--- config.mk ---
export PLATFORM = sky130hd
export DESIGN_NAME = avc_config_record_parser
export DESIGN_NICKNAME = d
export VERILOG_FILES = /design/src/hdl/acr_pkg.sv /design/src/hdl/avc_config_record_parser.sv /design/src/hdl/acr_step.sv
export SDC_FILE = /design/constraint.sdc
export NUM_CORES = 1
export LEC_CHECK = 0
export BUFFER_PORTS_ARGS = -buffer_cell sky130_fd_sc_hd__buf_2
export CAP_MARGIN = 25
export CORE_ASPECT_RATIO = 0.5
export CORE_MARGIN = 1
export CORE_UTILIZATION = 61
export CTS_BUF_LIST = sky130_fd_sc_hd__clkbuf_4 sky130_fd_sc_hd__clkbuf_8
export DETAILED_ROUTE_END_ITERATION = 7
export GPL_TIMING_DRIVEN = 0
export PLACE_DENSITY = 0.81
export SYNTH_ARGS = -nofsm -noshare
export SYNTH_HDL_FRONTEND = slang
export SYNTH_SLANG_ARGS = --single-unit
--- constraint.sdc ---
create_clock -name clk -period 6.89 [get_ports clk]
set_clock_uncertainty 0.2 [all_clocks]
set_input_delay 0.689 -clock clk [delete_from_list [all_inputs] [get_ports clk]]
set_output_delay 0.689 -clock clk [all_outputs]
set_load 0.01 [all_outputs]
--- src/hdl/acr_pkg.sv ---
// Types, phase codes and field kinds shared by the avcC record parser.
package acr_pkg;

	localparam int HEADER_BYTES_DEF = 8;

	localparam logic [3:0] PH_SKIP      = 4'd0;
	localparam logic [3:0] PH_FIXED     = 4'd1;
	localparam logic [3:0] PH_SPS_HI    = 4'd2;
	localparam logic [3:0] PH_SPS_LO    = 4'd3;
	localparam logic [3:0] PH_SPS_BYTE  = 4'd4;
	localparam logic [3:0] PH_PPS_COUNT = 4'd5;
	localparam logic [3:0] PH_PPS_HI    = 4'd6;
	localparam logic [3:0] PH_PPS_LO    = 4'd7;
	localparam logic [3:0] PH_PPS_BYTE  = 4'd8;
	localparam logic [3:0] PH_TRAIL     = 4'd9;
	localparam logic [3:0] PH_DONE      = 4'd10;

	localparam logic [3:0] KIND_VERSION     = 4'd0;
	localparam logic [3:0] KIND_PROFILE     = 4'd1;
	localparam logic [3:0] KIND_COMPAT      = 4'd2;
	localparam logic [3:0] KIND_LEVEL       = 4'd3;
	localparam logic [3:0] KIND_LENSIZE     = 4'd4;
	localparam logic [3:0] KIND_SPSCOUNT    = 4'd5;
	localparam logic [3:0] KIND_SPSLEN      = 4'd6;
	localparam logic [3:0] KIND_SPSBYTE     = 4'd7;
	localparam logic [3:0] KIND_PPSCOUNT    = 4'd8;
	localparam logic [3:0] KIND_PPSLEN      = 4'd9;
	localparam logic [3:0] KIND_PPSBYTE     = 4'd10;
	localparam logic [3:0] KIND_CHROMA      = 4'd11;
	localparam logic [3:0] KIND_LUMADEPTH   = 4'd12;
	localparam logic [3:0] KIND_CHROMADEPTH = 4'd13;
	localparam logic [3:0] KIND_EXTCOUNT    = 4'd14;

	localparam logic [7:0] MASK_LENSIZE = 8'h03;
	localparam logic [7:0] MASK_COUNT   = 8'h1F;
	localparam logic [7:0] MASK_DEPTH   = 8'h07;

	typedef struct packed {
		logic [7:0] byte_value;
		logic       first_byte;
	} byte_item_t;

	typedef struct packed {
		logic [3:0]  field_kind;
		logic [15:0] field_value;
		logic [7:0]  set_index;
		logic [15:0] byte_position;
		logic        last_of_set;
	} field_item_t;

	typedef struct packed {
		logic [3:0]  phase;
		logic [3:0]  header_count;
		logic [7:0]  sets_remaining;
		logic [7:0]  current_set;
		logic [7:0]  length_high;
		logic [15:0] payload_remaining;
		logic [15:0] payload_position;
	} parse_state_t;

endpackage

--- src/hdl/avc_config_record_parser.sv ---
// Top level of the avcC record parser: input register, parse state and result register.
// A byte is held in the input register; its field item, if any, goes to the result register.
// Throughput: one byte per cycle but for stalls; the parse state updates in a single step
// per byte. A byte that yields a field waits in the input register while the result register
// is stalled; bytes that yield nothing pass through without waiting. Reset: asynchronous,
// active low; clears both valid flags, enters header skip (fixed fields if HEADER_BYTES=0).
module avc_config_record_parser import acr_pkg::*; #(
	parameter int HEADER_BYTES = HEADER_BYTES_DEF
) (
	input  logic        clk,
	input  logic        arst_n,
	input  logic        byte_valid,
	output logic        byte_stall,
	input  byte_item_t  byte_item,
	output logic        field_valid,
	input  logic        field_stall,
	output field_item_t field_item
);

	byte_item_t   item_s1;
	logic         valid_s1;
	parse_state_t state_q;
	parse_state_t state_nxt;
	logic         emit;
	field_item_t  result;
	logic         field_valid_q;
	field_item_t  field_item_q;
	logic         advance;

	acr_step #(
		.HEADER_BYTES(HEADER_BYTES)
	) u_step (
		.state_cur(state_q),
		.item(item_s1),
		.state_nxt(state_nxt),
		.emit(emit),
		.result(result)
	);

	assign advance = valid_s1 && (!emit || !field_valid_q || !field_stall);
	assign byte_stall = valid_s1 && !advance;
	assign field_valid = field_valid_q;
	assign field_item = field_item_q;

	always_ff @(posedge clk or negedge arst_n) begin
		if (!arst_n) begin
			valid_s1 <= 1'b0;
		end else if (!byte_stall) begin
			valid_s1 <= byte_valid;
		end
	end

	always_ff @(posedge clk) begin
		if (!byte_stall && byte_valid) begin
			item_s1 <= byte_item;
		end
	end

	always_ff @(posedge clk or negedge arst_n) begin
		if (!arst_n) begin
			state_q <= '{phase: (HEADER_BYTES == 0) ? PH_FIXED : PH_SKIP, default: '0};
		end else if (advance) begin
			state_q <= state_nxt;
		end
	end

	always_ff @(posedge clk or negedge arst_n) begin
		if (!arst_n) begin
			field_valid_q <= 1'b0;
		end else if (advance && emit) begin
			field_valid_q <= 1'b1;
		end else if (!field_stall) begin
			field_valid_q <= 1'b0;
		end
	end

	always_ff @(posedge clk) begin
		if (advance && emit) begin
			field_item_q <= result;
		end
	end

	a_stall_needs_item: assert property (@(posedge clk) disable iff (!arst_n)
		byte_stall |-> valid_s1 && field_valid_q && field_stall)
		else $error("input stalled without a blocked field item");

	a_last_on_payload: assert property (@(posedge clk) disable iff (!arst_n)
		field_valid && field_item.last_of_set |->
		field_item.field_kind == KIND_SPSBYTE || field_item.field_kind == KIND_PPSBYTE)
		else $error("last_of_set on a non-payload field");

	a_kind_range: assert property (@(posedge clk) disable iff (!arst_n)
		field_valid |-> field_item.field_kind <= KIND_EXTCOUNT)
		else $error("field kind out of range");

	a_hold_unaccepted: assert property (@(posedge clk) disable iff (!arst_n)
		valid_s1 && emit && field_valid_q && field_stall |=> valid_s1 && $stable(item_s1))
		else $error("blocked byte lost from input register");

endmodule

--- src/hdl/acr_step.sv ---
// Next-state and result logic of the record parser for one byte.
module acr_step import acr_pkg::*; #(
	parameter int HEADER_BYTES = HEADER_BYTES_DEF
) (
	input  parse_state_t state_cur,
	input  byte_item_t   item,
	output parse_state_t state_nxt,
	output logic         emit,
	output field_item_t  result
);

	parse_state_t st;
	logic [7:0]   b;
	logic [4:0]   hc_inc;
	logic [15:0]  len;
	logic [7:0]   sr_dec;
	logic [15:0]  pr_dec;

	always_comb begin
		b = item.byte_value;
		st = state_cur;
		if (item.first_byte) begin
			st = '0;
			st.phase = (HEADER_BYTES == 0) ? PH_FIXED : PH_SKIP;
		end
		hc_inc = {1'b0, st.header_count} + 5'd1;
		len = {st.length_high, b};
		sr_dec = st.sets_remaining - 8'd1;
		pr_dec = st.payload_remaining - 16'd1;

		state_nxt = st;
		emit = 1'b0;
		result = '0;
		result.field_value = {8'd0, b};

		case (st.phase)
			PH_SKIP: begin
				if (hc_inc >= 5'(HEADER_BYTES)) begin
					state_nxt.phase = PH_FIXED;
					state_nxt.header_count = '0;
				end else begin
					state_nxt.header_count = hc_inc[3:0];
				end
			end
			PH_FIXED: begin
				emit = 1'b1;
				state_nxt.header_count = hc_inc[3:0];
				case (st.header_count)
					4'd0: result.field_kind = KIND_VERSION;
					4'd1: result.field_kind = KIND_PROFILE;
					4'd2: result.field_kind = KIND_COMPAT;
					4'd3: result.field_kind = KIND_LEVEL;
					4'd4: begin
						result.field_kind = KIND_LENSIZE;
						result.field_value = {8'd0, b & MASK_LENSIZE};
					end
					default: begin
						result.field_kind = KIND_SPSCOUNT;
						result.field_value = {8'd0, b & MASK_COUNT};
						state_nxt.sets_remaining = b & MASK_COUNT;
						state_nxt.current_set = '0;
						state_nxt.header_count = '0;
						state_nxt.phase = ((b & MASK_COUNT) == 8'd0) ? PH_PPS_COUNT : PH_SPS_HI;
					end
				endcase
			end
			PH_SPS_HI, PH_PPS_HI: begin
				state_nxt.length_high = b;
				state_nxt.phase = st.phase + 4'd1;
			end
			PH_SPS_LO, PH_PPS_LO: begin
				emit = 1'b1;
				result.field_kind = (st.phase == PH_SPS_LO) ? KIND_SPSLEN : KIND_PPSLEN;
				result.field_value = len;
				result.set_index = st.current_set;
				state_nxt.payload_remaining = len;
				state_nxt.payload_position = '0;
				if (len == 16'd0) begin
					state_nxt.current_set = st.current_set + 8'd1;
					state_nxt.sets_remaining = sr_dec;
					if (st.phase == PH_SPS_LO) begin
						state_nxt.phase = (sr_dec == 8'd0) ? PH_PPS_COUNT : PH_SPS_HI;
						if (sr_dec == 8'd0) begin
							state_nxt.current_set = '0;
						end
					end else begin
						state_nxt.phase = (sr_dec == 8'd0) ? PH_TRAIL : PH_PPS_HI;
					end
				end else begin
					state_nxt.phase = (st.phase == PH_SPS_LO) ? PH_SPS_BYTE : PH_PPS_BYTE;
				end
			end
			PH_SPS_BYTE, PH_PPS_BYTE: begin
				emit = 1'b1;
				result.field_kind = (st.phase == PH_SPS_BYTE) ? KIND_SPSBYTE : KIND_PPSBYTE;
				result.set_index = st.current_set;
				result.byte_position = st.payload_position;
				result.last_of_set = (st.payload_remaining == 16'd1);
				state_nxt.payload_position = st.payload_position + 16'd1;
				state_nxt.payload_remaining = pr_dec;
				if (pr_dec == 16'd0) begin
					state_nxt.current_set = st.current_set + 8'd1;
					state_nxt.sets_remaining = sr_dec;
					if (st.phase == PH_SPS_BYTE) begin
						state_nxt.phase = (sr_dec == 8'd0) ? PH_PPS_COUNT : PH_SPS_HI;
						if (sr_dec == 8'd0) begin
							state_nxt.current_set = '0;
						end
					end else begin
						state_nxt.phase = (sr_dec == 8'd0) ? PH_TRAIL : PH_PPS_HI;
					end
				end
			end
			PH_PPS_COUNT: begin
				emit = 1'b1;
				result.field_kind = KIND_PPSCOUNT;
				state_nxt.sets_remaining = b;
				state_nxt.current_set = '0;
				state_nxt.header_count = '0;
				state_nxt.phase = (b == 8'd0) ? PH_TRAIL : PH_PPS_HI;
			end
			PH_TRAIL: begin
				emit = 1'b1;
				state_nxt.header_count = hc_inc[3:0];
				case (st.header_count)
					4'd0: begin
						result.field_kind = KIND_CHROMA;
						result.field_value = {8'd0, b & MASK_LENSIZE};
					end
					4'd1: begin
						result.field_kind = KIND_LUMADEPTH;
						result.field_value = {8'd0, b & MASK_DEPTH};
					end
					4'd2: begin
						result.field_kind = KIND_CHROMADEPTH;
						result.field_value = {8'd0, b & MASK_DEPTH};
					end
					default: begin
						result.field_kind = KIND_EXTCOUNT;
						state_nxt.header_count = '0;
						state_nxt.phase = PH_DONE;
					end
				endcase
			end
			default: begin
				emit = 1'b0;
			end
		endcase
	end

endmodule
==> results of run 1 <==
-- per-layer routing --
metal | wire, um | share of wire | track usage | vias to the layer above
met3 | 3050 | 0.14 | 0.124 | 43
met5 | 0 | 0 | 0 | -
li1 | - | - | - | 2985
met1 | 9310 | 0.43 | 0.531 | 3190
met2 | 9110 | 0.42 | 0.554 | 475
met4 | 335 | 0.015 | 0.113 | 0
-- stage by stage --
| step | instance area (um2) | hold slack (ps) | power [uW] |
|---|---|---|---|
| 2_1_floorplan | 7040 | 193 | 1430 |
| 3_5_place_dp | 7560 | 306 | 1650 |
| 4_1_cts | 8000 | 179 | 2360 |
| 3_3_place_gp | 7520 | 285 | 1630 |
| 6_report | 8010 | 146 | 2400 |
| 5_1_grt | 8010 | 214 | 2490 |
-- flip-flops by register name (all words and copies together), names as in the netlist --
signal	count
state_q	64
field_item	45
item_s1	9
field_valid	1
valid_s1	1
-- power breakdown --
| group | switching (uW) | total [uW] | internal, uW |
|---|---|---|---|
| registers | 105 | 952 | 846 |
| clock network | 316 | 717 | 401 |
| logic | 474 | 727 | 252 |
-- cell usage in the layout (no fill, tap or decap), types with 6 or more instances in the layout --
| cell type | instances |
|---|---|
| and3_1 | 29 |
| o2bb2ai_1 | 6 |
| or3_1 | 7 |
| o21ai_0 | 59 |
| clkbuf_8 | 17 |
| nor3_1 | 17 |
| a211oi_1 | 8 |
| inv_1 | 17 |
| a22o_1 | 16 |
| or2_2 | 11 |
| nand2b_1 | 10 |
| nor2b_1 | 17 |
| nand3_1 | 23 |
| a221o_1 | 7 |
| a21oi_1 | 40 |
| and2_1 | 21 |
| nand2_1 | 70 |
| o31ai_1 | 11 |
| ha_1 | 17 |
| a22oi_1 | 12 |
| a31oi_1 | 8 |
| nor4_1 | 11 |
| buf_2 | 62 |
| dfrtp_1 | 66 |
| a21o_1 | 12 |
| edfxtp_1 | 54 |
| clkbuf_1 | 35 |
| nor2_1 | 58 |
-- worst max-delay path, stage by stage, from the launching register on --
cell and delay (ps):
edfxtp_1 530, buf_2 260, inv_1 120, clkbuf_1 540, clkbuf_2 460, nand2_1 160
inv_1 130, ha_1 350, nor2_1 180, o22ai_1 500, nor2_1 240, o21ai_0 330
clkbuf_1 470, clkbuf_1 610, buf_1 580, nor2_4 290, buf_16 250
-- area by class of cell --
class / instances / area, um2
clock inverters: 14 / 198
multi-input cells: 569 / 3540
inverters: 17 / 63.8
repair buffers: 62 / 338
fillers: 845 / 3110
clock buffers: 18 / 241
plain buffers: 42 / 170
flip-flops and latches: 120 / 3270
well taps: 145 / 181
-- repair_timing --
item,in CTS,in global routing
setup endpoints to repair,0,21
resized for setup,0,2
hold buffers,0,0
-- cell families after synthesis --
kind of cell | share of synthesized area
mux | 0.00284
flops | 0.465
simple gates | 0.229
fa+ha+maj | 0.0302
compound gates | 0.229
xor+xnor | 0.0112
buf+inv | 0.0331
-- worst max-delay path by stage --
stage	to	startpoint	slack, ps
floorplan	field_item[0]$_SDFFCE_PP0P_	item_s1[0]$_DFFE_PP_	1510
global placement	field_item[43]$_DFFE_PP_	item_s1[0]$_DFFE_PP_	-1140
detailed placement	field_item[42]$_DFFE_PP_	item_s1[0]$_DFFE_PP_	470
CTS	field_item[42]$_DFFE_PP_	item_s1[0]$_DFFE_PP_	450
global route	field_item[41]$_DFFE_PP_	item_s1[0]$_DFFE_PP_	260
finish	field_item[42]$_DFFE_PP_	item_s1[0]$_DFFE_PP_	420
==> results.md, run 1 <==
- GR Overflow Total: 0
- Data required time at the worst endpoint: between 6000 and 7000 ps
- DR vias: ~6.7k
- Top-area cell type share of the netlist area: 0.235
- H-Tree Depth: 4
- Post-place setup slack: 470 ps
- Maximum vdd drop: roughly 170 uV
- Final HPWL DP: 15100 um
- TritonCTS clock tree: yes
- Yosys cell types: 70
- Unrepaired setup endpoints after global routing: no
- Clk slew on worst S/H paths: approximately 80 ps
- HP Class: in -> async
- Post-Syn Nets: slightly below 800
- Cell taking the most area after synthesis: dfrtp_1
- Final setup vio count: 0
- Min Clock Period, post-route: around 6500 ps
- Crit path max fanout: 25
- Syn Std Cell Area: 7040 um2
- Post-synth EDFFs: 54
- Post-Route WL: approximately 22000 um
- Antenna Diode Count: 0
- Vias/cell: 6.78
- Gate Count Post-Synth: 748
- Rows: 27
- Final setup TNS: 0 ps
- Most common cell in the synthesized netlist: nand2_1
- Crit Path Category: reg -> reg
- Final worst setup slack: ~420 ps
- YS warnings: 0
- Initial antenna violation count: 1
- Worst R2R Start: item_s1[0]$_DFFE_PP_
- Synth Flop Type: dfrtp_1
- First-pass GRT wire length: 34000 um
- Ys async rst share: 0.550
- Crit share post-route: 0.940
- Die area: ~12000 um2
- Status: complete, no violations
- Max Fclk: about 150 MHz
- Critical Path Sink Type: flop
- Pleak: 0.00339 uW
- Worst reg2reg path depth: 16
- Final Hold Viols: 0
- Area contributors post-synth: dfrtp_1, edfxtp_1, o21ai_0
- Final Core Density: 0.720
- Root buffer cell: clkbuf_8
- Die extent in y: roughly 78 um
- Port Buf Inserts: 59
- Vias in the first global route: approximately 6.2k
- Slew headroom: 0.378
- Antenna-violating nets left: 0
- Starting Density: 0.633
- Fraction of layout cells with a size suffix above 1: 0.147
- Worst-skew pair later-pin latency: about 440 ps
- Post-CTS setup buffer count: 0
- # DRC: 0
- Worst-Margin Slew: about 920 ps
- #FFs+latches synth: 120
- Final Non-Filler Cells: between 900 and 1k
- Placed cell count: roughly 950
- Sequential-to-total area share from yosys stat: 0.465
- Largest net degree at the start of global routing: between 60 and 70
- Final net count: between 800 and 900
- TritonCTS Buffers: 17
- PwrDens: between 200 and 300 nW/um2
- Wire length per cell: between 20 and 25 um
- CTS sink count: 120
- Routability Congestion: between 1 and 1.5
- Avg Cell Area, Syn: 9.41 um2
- Max Cap Viol: 0
- Slew Viols, Final: 0
- Drt pass-1 iters: 6
- RR Endpoint: field_item[42]$_DFFE_PP_
- Area delta synth->final: 13.7%
- Total track usage: 0.378
- Crit path launch type: flop
- Arrival time at the worst endpoint: 6460 ps
- Starting DRC count in detailed routing: 981
- Worst reg2reg setup slack: about 420 ps
- Post-synth top cells: nand2_1, dfrtp_1, nor2_1, o21ai_0, edfxtp_1
- Core area: about 11000 um2
- Boundary Pins: 60
- Longest Clk Path Bufs: 2
- Die Width: between 150 and 200 um
No activity file was read; power rests on OpenSTA's default activity.
==> run 2: changes to the inputs <==
--- a/config.mk
+++ b/config.mk
@@ -13,7 +13,8 @@
 export CTS_BUF_LIST = sky130_fd_sc_hd__clkbuf_4 sky130_fd_sc_hd__clkbuf_8
 export DETAILED_ROUTE_END_ITERATION = 7
 export GPL_TIMING_DRIVEN = 0
-export PLACE_DENSITY = 0.81
+export PLACE_DENSITY = 0.8
 export SYNTH_ARGS = -nofsm -noshare
 export SYNTH_HDL_FRONTEND = slang
+export SYNTH_HIERARCHICAL = 1
 export SYNTH_SLANG_ARGS = --single-unit
==> run 2 against run 1 <==
The run now ends with DRC left. Hold slack better by 15 ps. Synthesized area up 23%. Wire length up 34%. Sequential power decreased by 13%. Critical endpoint is now state_q[63]$_DFFE_PN0P_.
==> results.md, run 2 <==
- Starting Density: 0.632 (was 0.633)
- Post-synth EDFFs: 54 (unchanged)
- H-Tree Depth: 4 (unchanged)
- Crit share post-route: 0.856 (was 0.940)
- Port Buf Inserts: 59 (unchanged)
- Status: complete, but fails checks (was complete, no violations)
- Starting DRC count in detailed routing: 1319 (was 981)
- Vias/cell: 6.85 (was 6.78)
- Cell area after placement: 9240 um2 (was 7560 um2)
- Int Power: 1270 uW (was 1500 uW)
- Switching Share: 0.339 (was 0.374)
- PostCTS Resize Cnt: 0 (unchanged)
- Boundary Pins: 60 (unchanged)
- Worst-skew pair later-pin latency: 470 ps (was 440 ps)
- CTS sink count: 120 (unchanged)
- Maximum vdd drop: 163 uV (was 174 uV)
- Critical Path Sink Type: flop (unchanged)
- Placed cell count: 1237 (was 954)
- YS warnings: 6 (was 0)
- Die area: 14700 um2 (was 12000 um2)
- DR vias: 8691 (was 6693)
- Worst R2R Start: item_s1[0]$_DFFE_PP_ (unchanged)
- Arrival time at the worst endpoint: 6050 ps (was 6460 ps)
- Clk slew on worst S/H paths: 80 ps (about the same)
- Slew headroom: 0.378 (about the same)
- Flop pwr share: 0.431 (was 0.397)
- Final Power: 1920 uW (was 2400 uW)
- Gate Count Post-Synth: 985 (was 748)
- Worst reg2reg setup slack: 990 ps (was 420 ps)
- Max layer used: met4 (unchanged)
- Worst reg2reg path depth: 15 (was 16)
- Post-Route WL: 29200 um (was 21800 um)
- Pleak: 0.00415 uW (was 0.00339 uW)
- Final setup vio count: 0 (unchanged)
- Design Area, Final: 9650 um2 (was 8010 um2)
- GR Overflow Total: 0 (unchanged)
- Longest Clk Path Bufs: 2 (unchanged)
- Wire length per cell: 23.0 um (was 22.1 um)
- Total track usage: 0.407 (was 0.378)
- Largest register FFs: 64 (unchanged)
- #FFs+latches synth: 120 (unchanged)
- Unrepaired setup endpoints after global routing: no (unchanged)
- FILL cells: 1040 (was 845)
- Biggest regs: state_q x64, field_item x45, item_s1 x9 (unchanged)
- Area delta synth->final: 11.4% (was 13.7%)
- Switching power: 651 uW (was 895 uW)
- Slew Viols, Final: 0 (unchanged)
- Final Core Density: 0.704 (was 0.720)
- Clk pwr share: 0.358 (was 0.299)
- Fraction of layout cells with a size suffix above 1: 0.199 (was 0.147)
- Antenna-violating nets left: 0 (unchanged)
- Met2 WL: 11900 um (was 9110 um)
- Final Non-Filler Cells: 1269 (was 987)
- Die Width: 171 um (was 154 um)
- Die extent in y: 86.3 um (was 78.0 um)
- Routed wl met3: 4240 um (was 3050 um)
- Data required time at the worst endpoint: 7040 ps (was 6880 ps)
- Routability Congestion: 0.996 (was 1.00)
- Crit Path Category: reg -> reg (unchanged)
- Ys async rst share: 0.550 (unchanged)
- Cell taking the most area after synthesis: dfrtp_1 (unchanged)
- Violated checks: DRC
- DRT met1 WL: 12100 um (was 9310 um)
- Final Hold Viols: 0 (unchanged)
- Post-CTS setup buffer count: 0 (unchanged)
- # DRC: 1 (was 0)
- Register with the most flip-flops: state_q (unchanged)
- Most common cell in the synthesized netlist: nand2_1 (unchanged)
- PwrDens: 199 nW/um2 (was 299 nW/um2)
- Most common cell after layout, fill and taps aside: nand2_1 (unchanged)
- HP Class: in -> async (unchanged)
- Max Fclk: 169 MHz (was 154 MHz)
- Crit path launch type: flop (unchanged)
- Synth Flop Type: dfrtp_1 (unchanged)
- Largest net degree at the start of global routing: 67 (unchanged)
- Sequential-to-total area share from yosys stat: 0.378 (was 0.465)
- Worst-Margin Slew: 932 ps (was 922 ps)
- TritonCTS clock tree: yes (unchanged)
- Min Clock Period, post-route: 5900 ps (was 6470 ps)
- Vias in the first global route: 7839 (was 6210)
- Syn Std Cell Area: 8660 um2 (was 7040 um2)
- RR Endpoint: state_q[63]$_DFFE_PN0P_ (was field_item[42]$_DFFE_PP_)
- First-pass GRT wire length: 44500 um (was 34000 um)
- Post-Syn Nets: 1015 (was 778)
- Rows: 30 (was 27)
- Most frequent cells in the layout: nand2_1, buf_2, nand2b_1, nand4_1, dfrtp_1 (was nand2_1, dfrtp_1, buf_2, o21ai_0, nor2_1)
- Area contributors post-synth: dfrtp_1, edfxtp_1, o211ai_2 (was dfrtp_1, edfxtp_1, o21ai_0)
- Root buffer cell: clkbuf_8 (unchanged)
- Drt pass-1 iters: 8 (was 6)
- Final HPWL DP: 20300 um (was 15100 um)
- Initial antenna violation count: 0 (was 1)
- Final worst setup slack: 990 ps (was 416 ps)
- Core area: 13700 um2 (was 11100 um2)
- Top-area cell type share of the netlist area: 0.191 (was 0.235)
- Antenna Diode Count: 0 (unchanged)
- Max Cap Viol: 0 (unchanged)
- Post-place setup slack: 1360 ps (was 470 ps)
- Final net count: 1094 (was 859)
- Post-synth top cells: nand2_1, nand2b_1, nand4_1 (was nand2_1, dfrtp_1, nor2_1, o21ai_0, edfxtp_1)
- Avg Cell Area, Syn: 8.80 um2 (was 9.41 um2)
- Yosys cell types: 71 (was 70)
- TritonCTS Buffers: 17 (unchanged)
- Combinational power share: 0.211 (was 0.303)
- Crit path max fanout: 10 (was 25)
- Hold_buf cts: 0 (unchanged)
run 2: cell types whose count changed in the layout (fill, tap and decap cells not counted), sizes merged, moves of 7 or more:
cell and delta:
a211oi -8, a21o -11, a22o -12, and2 -8, buf +36, nand2 +90
nand2b +64, nand4 +63, nor2 -9, o211ai +66, o31ai -7, or2 -9
run 2: cells by family after synthesis:
group / Yosys count / share of synthesized area
XOR/XNOR: 8 / 0.00809
flip-flops: 120 / 0.378
multiplexers: 3 / 0.00361
buffers and inverters: 97 / 0.0598
AND/OR/NAND/NOR: 498 / 0.300
adder cells (fa/ha/maj): 17 / 0.0246
AO/OA/AOI/OAI: 242 / 0.226
run 2: routing by layer:
metal | global-route usage | vias to the layer above
li1 | - | 3797
met4 | 0.140 | 0
met2 | 0.575 | 654
met3 | 0.129 | 97
met1 | 0.585 | 4143
met5 | 0 | -
run 2: critical path, cell delays in order, from the launching register on:
cell,delay (ps)
edfxtp_1,560
inv_1,380
clkbuf_1,540
clkbuf_1,720
nand2_1,190
ha_1,240
buf_4,160
o41ai_1,370
o311ai_0,230
or4_4,500
nor4_1,740
nor2_1,270
o31ai_1,310
o2111ai_1,180
nand2_1,120
o211ai_2,70
run 2: how the worst max path moves through the flow:
stage / from / endpoint / slack, ps
2_1_floorplan: item_s1[0]$_DFFE_PP_ / field_item[0]$_DFFE_PP_ / 1830
3_3_place_gp: item_s1[0]$_DFFE_PP_ / field_item[35]$_DFFE_PP_ / -730
3_5_place_dp: item_s1[0]$_DFFE_PP_ / state_q[46]$_DFFE_PN0P_ / 1360
4_1_cts: item_s1[0]$_DFFE_PP_ / state_q[46]$_DFFE_PN0P_ / 1300
5_1_grt: item_s1[0]$_DFFE_PP_ / state_q[61]$_DFFE_PN0P_ / 900
6_report: item_s1[0]$_DFFE_PP_ / state_q[63]$_DFFE_PN0P_ / 990
run 2: through the flow:
| stage | TNS (ps) | hold slack (ps) |
|---|---|---|
| floorplan | 0 | 193 |
| global route | 0 | 166 |
| finish | 0 | 162 |
| CTS | 0 | 177 |
| global placement | -32560 | 313 |
| detailed placement | 0 | 320 |
run 2: power groups by stage:
stage	combinational, uW	clock (uW)	sequential, uW
after global routing	435	719	832
after floorplan	255	0	835
final	405	689	830
after global placement	377	0	842
after detailed placement	389	0	841
after CTS	390	689	826
run 2: layout make-up:
cell class                 instances  area (um2)  area share
sequential                       120        3270       0.339
inverter                          19        71.3     0.00739
buffer                            78         447      0.0463
timing repair buffer              60         325      0.0337
clock buffer                      17         234      0.0242
multi-input combinational        768        4880       0.506
clock inverter                    15         175      0.0182
tap                              192         240      0.0249
